## src/rtl/snbf_pkg.sv

```systemverilog
// ----------------------------------------------------------------------------
// snbf_pkg: shared types and constants of the sorted nibble Bloom filter
// Widths, digit geometry, request kinds and the control bundle that the
// hash former and the remainder units share.
// ----------------------------------------------------------------------------
`default_nettype none

package snbf_pkg;

  // Hash and digit geometry
  localparam int HASH_W     = 64;
  localparam int DIGIT_W    = 4;
  localparam int DIGITS     = HASH_W / DIGIT_W;
  localparam int DIG_CNT_W  = $clog2(DIGITS);

  // Four hashes, one bit of the nibble each
  localparam int HASH_COUNT = 4;
  localparam int RANK_W     = $clog2(HASH_COUNT);
  localparam int NIBBLE_W   = HASH_COUNT;

  // Store geometry
  localparam int MAX_NIBBLES = 65536;
  localparam int ADDR_W      = $clog2(MAX_NIBBLES);

  // Size register
  localparam int                SIZE_W     = 17;
  localparam logic [SIZE_W-1:0] SIZE_RESET = SIZE_W'(65536);

  // Sorting network: five compare-exchange steps
  localparam int SORT_STEPS = 5;
  localparam int SORT_SEL_W = $clog2(SORT_STEPS);

  localparam logic [SORT_SEL_W-1:0] SORT_01 = SORT_SEL_W'(0);
  localparam logic [SORT_SEL_W-1:0] SORT_23 = SORT_SEL_W'(1);
  localparam logic [SORT_SEL_W-1:0] SORT_02 = SORT_SEL_W'(2);
  localparam logic [SORT_SEL_W-1:0] SORT_13 = SORT_SEL_W'(3);
  localparam logic [SORT_SEL_W-1:0] SORT_12 = SORT_SEL_W'(4);

  // Request kinds
  localparam logic KIND_ADD   = 1'b0;
  localparam logic KIND_QUERY = 1'b1;

  typedef logic [HASH_COUNT-1:0][DIGIT_W-1:0] digit_vec_t;
  typedef logic [HASH_COUNT-1:0][SIZE_W-1:0]  rem_vec_t;

  // Datapath control from the sequencer
  typedef struct packed {
    logic                  load;     // capture a new request
    logic                  add;      // one digit of the double-hash sums
    logic                  sort;     // one compare-exchange step
    logic                  shift;    // one digit out, MSB first
    logic [SORT_SEL_W-1:0] sort_sel;
  } hash_ctrl_t;

endpackage

`default_nettype wire

```

## src/rtl/snbf_rem.sv

```systemverilog
// ----------------------------------------------------------------------------
// snbf_rem: digit-serial remainder unit
// Takes a dividend MSB digit first and keeps the running remainder
// modulo the divisor on the modulus port, one restoring step per bit.
// ----------------------------------------------------------------------------
`default_nettype none

module snbf_rem (
  input  wire logic                          clk,
  input  wire snbf_pkg::hash_ctrl_t          ctrl,
  input  wire logic [snbf_pkg::DIGIT_W-1:0]  digit,
  input  wire logic [snbf_pkg::SIZE_W-1:0]   modulus,
  output logic      [snbf_pkg::SIZE_W-1:0]   rem
);

  localparam int SW = snbf_pkg::SIZE_W;
  localparam int DW = snbf_pkg::DIGIT_W;

  logic [SW-1:0] rem_next;
  logic [SW:0]   trial;

  // Bring in each bit of the digit; subtract once when it reaches the modulus
  always_comb begin
    rem_next = rem;
    trial    = '0;
    for (int i = 0; i < DW; i++) begin
      trial = {rem_next, digit[DW-1-i]};
      if (trial >= {1'b0, modulus}) begin
        trial = trial - {1'b0, modulus};
      end
      rem_next = trial[SW-1:0];
    end
  end

  always_ff @(posedge clk) begin
    if (ctrl.load) begin
      rem <= '0;
    end else if (ctrl.shift) begin
      rem <= rem_next;
    end
  end

endmodule

`default_nettype wire

```

## config.mk

```make
export PLATFORM = sky130hd
export DESIGN_NAME = snbf_rem
export DESIGN_NICKNAME = d
export VERILOG_FILES = /design/src/rtl/snbf_pkg.sv /design/src/rtl/snbf_rem.sv
export SDC_FILE = /design/constraint.sdc
export NUM_CORES = 1
export LEC_CHECK = 0
export CORE_ASPECT_RATIO = 0.75
export CORE_UTILIZATION = 39
export DETAILED_ROUTE_END_ITERATION = 8
export DONT_BUFFER_PORTS = 1
export PLACE_DENSITY = 0.59
export SETUP_SLACK_MARGIN = 0.3
export SYNTH_ARGS = -nofsm -noshare
export SYNTH_HDL_FRONTEND = slang
export SYNTH_SLANG_ARGS = --single-unit
```

## constraint.sdc

```tcl
create_clock -name clk -period 15.8 [get_ports clk]
set_input_delay 1.58 -clock clk [delete_from_list [all_inputs] [get_ports clk]]
set_output_delay 1.58 -clock clk [all_outputs]
set_load 0.02 [all_outputs]
```

## After elaboration in Yosys (flattened, before gate mapping)

Index checks and enable logic that the tools add are counted.

- $lt $le $gt $ge: 4
- Mux-type cells: 4
- Add/subtract/negate cells: 4

Operators by type and width:

| operator | number |
|---|---|
| >= comparator 18 x 17 -> 1 bit | 4 |
| 2-to-1 mux 17 bit | 4 |
| subtractor 17 bit | 4 |

- Input bits: 29
- Logic and storage cells: 13
- Output and inout port bits: 17
- Register bits: 17

## Logic depth before layout (Yosys ltp)

- Depth in word-level cells: 8
- Mapped depth: 49
- Gate-level depth less buffers: 42

## Worst setup path after synthesis

Ideal clock, no wire load.

- Path type: in2reg
- Start point: input digit[3] (netlist name)
- End point: register rem[9] (netlist name)
- Setup slack: 5003 ps
- Data arrival time: 10706 ps
- Stages: 45
- Setup time: 91 ps
- Path buffers: 7
- Required time: 15709 ps
- Cells stage by stage: inv_1 -> ha_1 -> inv_1 -> fa_1 -> a211oi_1 -> nor2_1 -> o221ai_4 -> a31oi_4 -> or2_1 -> buf_6 -> clkbuf_1 -> o21ai_0 -> fa_1 -> nand2b_1 -> a211oi_1 -> nor2_1 -> o211ai_1 -> a311o_1 -> [... 9 more ...] -> o211ai_1 -> clkbuf_1 -> o21ai_0 -> clkbuf_1 -> o21ai_0 -> fa_1 -> a21o_1 -> a21oi_1 -> o21ai_0 -> a21o_1 -> a21oi_1 -> o221ai_1 -> o22ai_1 -> o31a_1 -> buf_6 -> buf_4 -> o21ai_1 -> a311oi_1

- Longest elaborated chain between the ends: 8
- Elaborated cells on any way between the ends: 12
- Classes of those cells: 4 x add/sub; 4 x order compare; 4 x mux

RTL lines:

| element | RTL line | source |
|---|---|---|
| start, declared | snbf_rem.sv:11 | `input wire logic [snbf_pkg::DIGIT_W-1:0] digit,` |
| subtractor 17 bit / >= comparator 18 x 17 -> 1 bit (equally long branches) | snbf_rem.sv:29, snbf_rem.sv:28 |  |
| 2-to-1 mux 17 bit (*) | snbf_rem.sv:28 | `if (trial >= {1'b0, modulus}) begin` |
| subtractor 17 bit / >= comparator 18 x 17 -> 1 bit (equally long branches) | snbf_rem.sv:29, snbf_rem.sv:28 |  |
| 2-to-1 mux 17 bit (*) | snbf_rem.sv:28 |  |
| subtractor 17 bit / >= comparator 18 x 17 -> 1 bit (equally long branches) | snbf_rem.sv:29, snbf_rem.sv:28 |  |
| 2-to-1 mux 17 bit (*) | snbf_rem.sv:28 |  |
| subtractor 17 bit / >= comparator 18 x 17 -> 1 bit (equally long branches) | snbf_rem.sv:29, snbf_rem.sv:28 |  |
| 2-to-1 mux 17 bit (*) | snbf_rem.sv:28 |  |
| end signal, assigned | snbf_rem.sv:39 | `rem <= rem_next;` |
| end, declared | snbf_rem.sv:13 | `output logic [snbf_pkg::SIZE_W-1:0] rem` |

Mark *: on every way between the ends. The rest lies on a longest branch, timed or not.
A chain may end at the register's enable or synchronous reset.

## Worst setup path in the final report

- Start point: input digit[3] (netlist name)
- End point: register rem[12] (netlist name)

Same word-level chain as after synthesis.

==> results.tsv <==
metric	value	unit
routed len/inst	18.9	um
die width	131	um
Post-DP HPWL	13.3	mm
synth warn	0	
Clock Root Buffer	clkbuf_16	
Die Area	0.0128	sq mm
worst path arrival time	13.57	ns
vias per cell	6.21	
Hold-fix buffers, CTS	0	
placed cells	828	
Final Critical Period	13.44	ns
FFs w/ async S/R, synth	0	%
Hold Path Class	flip-flop to flip-flop	
Netlist cell types	72	
Synth top area share	17.6	%
antenna diode count	0	
clk slew on worst S/H paths	0.06	ns
Clock Sinks	17	
layout cells sized above 1	5.37	%
core area	0.0118	sq mm
Post-Layout Cell Count	832	
H-tree depth	1	
fmax	74.4	MHz
Post-Synthesis Cells	684	
DRT Pass-1 Iters	5	
delay-heaviest family, CP	compound AO/OA/AOI/OAI gates	
number of max-cap violations	0	
Post-Synthesis Cell Area	0.00483	sq mm
max reg flops	17	
Fin. Hold Viols	0	
syn nets	785	
post-route ant nets	0	
clock skew	0.00316	ns
starting density of the core	40.8	%
Congestion Overflow GR	0	
initial antenna violation count	0	
ranking of synthesized cells by area	ha_1, dfxtp_1, a21oi_1	
Worst-Margin Slew	1.25	ns
RSZ-0062 raised after global routing	no	
Post-synth top flop	dfxtp_1	
#FFs+latches synth	17	
TritonCTS Buffers	3	
Clk Latency, worst-skew pair	0.26	ns
Iter 0 DRT Violations	421	
CP Data Required Time	15.93	ns
placer congestion estimate	0.941	
Clock Path Buffers	2	
Largest Register	rem	
die height	98.4	um
Syn-to-layout area delta	4.25	%
worst-path fanout max	19	
post-CTS setup buffers	0	
Setup TNS Final	0	ns
Net count, final	772	
Worst slew margin	16.2	%
commonest non-fill, non-tap cell in the layout	ha_1	
GRT Util Overall	24.7	%
# setup viols final	0	
cts repair resizes	0	
synthesized area per cell	7.06	sq um
Max stage delay on crit path	0.82	ns
number of global-route vias before repair	4576	
Largest regs	rem x17	
CP Class	input pin to flip-flop	
post-route clock period utilization	85.0	%
most frequent cells in the layout	ha_1, nor2_1, nand2_1	
Startpoint Class	input pin	
first-pass GRT wire length	24.5	mm
largest net degree at the start of global routing	31	
Synth area leader	ha_1	
IO Port Bufs	0	
outcome	completed	
vias	5166	
I/O Pins	46	
R2R Setup Slk	3.41	ns
CP endpoint kind	flip-flop	
post-synthesis sequential area ratio	7.04	%
FILL cells	1303	
EDFF count, synth	0	
routed wire length	15.7	mm
final slew viol count	0	
CTS tree	yes	
critical path's slowest cell	a2111oi_0	
row count	34	
DRC violations left	0	
critical path's most frequent cell	nor2_1	
CP Buf/Inv Count	3	
## per-stage QoR
stage / setup WS [ns] / utilization, % / hold WS [ns] / instance area (sq um)
6_report: 2.36 / 42.6 / 0.617 / 5040
5_1_grt: 1.30 / 42.6 / 0.634 / 5040
4_1_cts: 2.57 / 42.6 / 0.620 / 5040
3_5_place_dp: 2.35 / 41.9 / 0.614 / 4960
3_3_place_gp: 2.46 / 41.9 / 0.615 / 4960
2_1_floorplan: 5.00 / - / 0.571 / 4830
## worst register-to-register path: cells and delay by family, from the launching register on
| family | cells | cell delay (ns) |
|---|---|---|
| multiplexers | 1 | 0.44 |
| buffers and inverters | 2 | 0.44 |
| adder cells (fa/ha/maj) | 4 | 1.38 |
| AO/OA/AOI/OAI | 19 | 6.24 |
| flip-flops | 1 | 0.54 |
| AND/OR/NAND/NOR | 11 | 3.24 |
## layout make-up
type,count,area [sq um],share of cell area [%]
Multi-Input combinational cell,594,4190,83.2
Clock buffer,4,78.8,1.57
Timing Repair Buffer,3,22.5,0.447
Tap cell,162,203,4.02
Inverter,52,200,3.98
Sequential cell,17,340,6.76
## final timing paths
check	start	end	cells after the start
hold / removal	rem[13]	rem[13]	2
setup reg to reg	rem[0]	rem[12]	37
hold reg to reg	rem[13]	rem[13]	2
setup / recovery	digit[3]	rem[12]	39
## cells in the mapped netlist (4+ instances only)
master,n
ha_1,68
o31a_1,4
a311o_1,4
fa_1,4
and3_1,5
a21o_1,13
nand2_1,61
nor4_1,8
inv_1,51
a311oi_1,9
xnor2_1,26
o21ai_0,51
o21a_1,13
o21bai_1,4
o211ai_1,9
nor3b_1,8
a211o_1,5
mux2i_1,7
nor2_1,65
o21ai_1,4
nand2b_1,13
xor2_1,15
a211oi_1,11
nand3_1,16
o221ai_1,8
or2_2,8
nor2b_1,4
or3_1,4
clkbuf_1,17
a21oi_1,56
o31ai_1,5
nor3_1,19
mux2_2,8
nand4_1,11
dfxtp_1,17
## per-layer routing
layer	global-route usage, %	wire, um	up-vias
li1	-	-	2526
met1	36.8	7880	2460
met2	36.8	6680	164
met3	4.93	1010	16
met4	3.89	181	0
met5	0	0	-
## logic make-up (layout without fill, tap and decap cells)
| group | Yosys count | in the layout | synth area share, % |
|---|---|---|---|
| multiplexers | 15 | 15 | 3.32 |
| XOR/XNOR | 41 | 41 | 7.43 |
| AND/OR/NAND/NOR | 237 | 237 | 24.2 |
| adder cells (fa/ha/maj) | 72 | 72 | 19.3 |
| flip-flops | 17 | 17 | 7.04 |
| buffers and inverters | 73 | 59 | 6.19 |
| AO/OA/AOI/OAI | 229 | 229 | 32.6 |
Power is not shown: default switching activity piles up to over one toggle a cycle in this logic, so the estimate is an artifact.
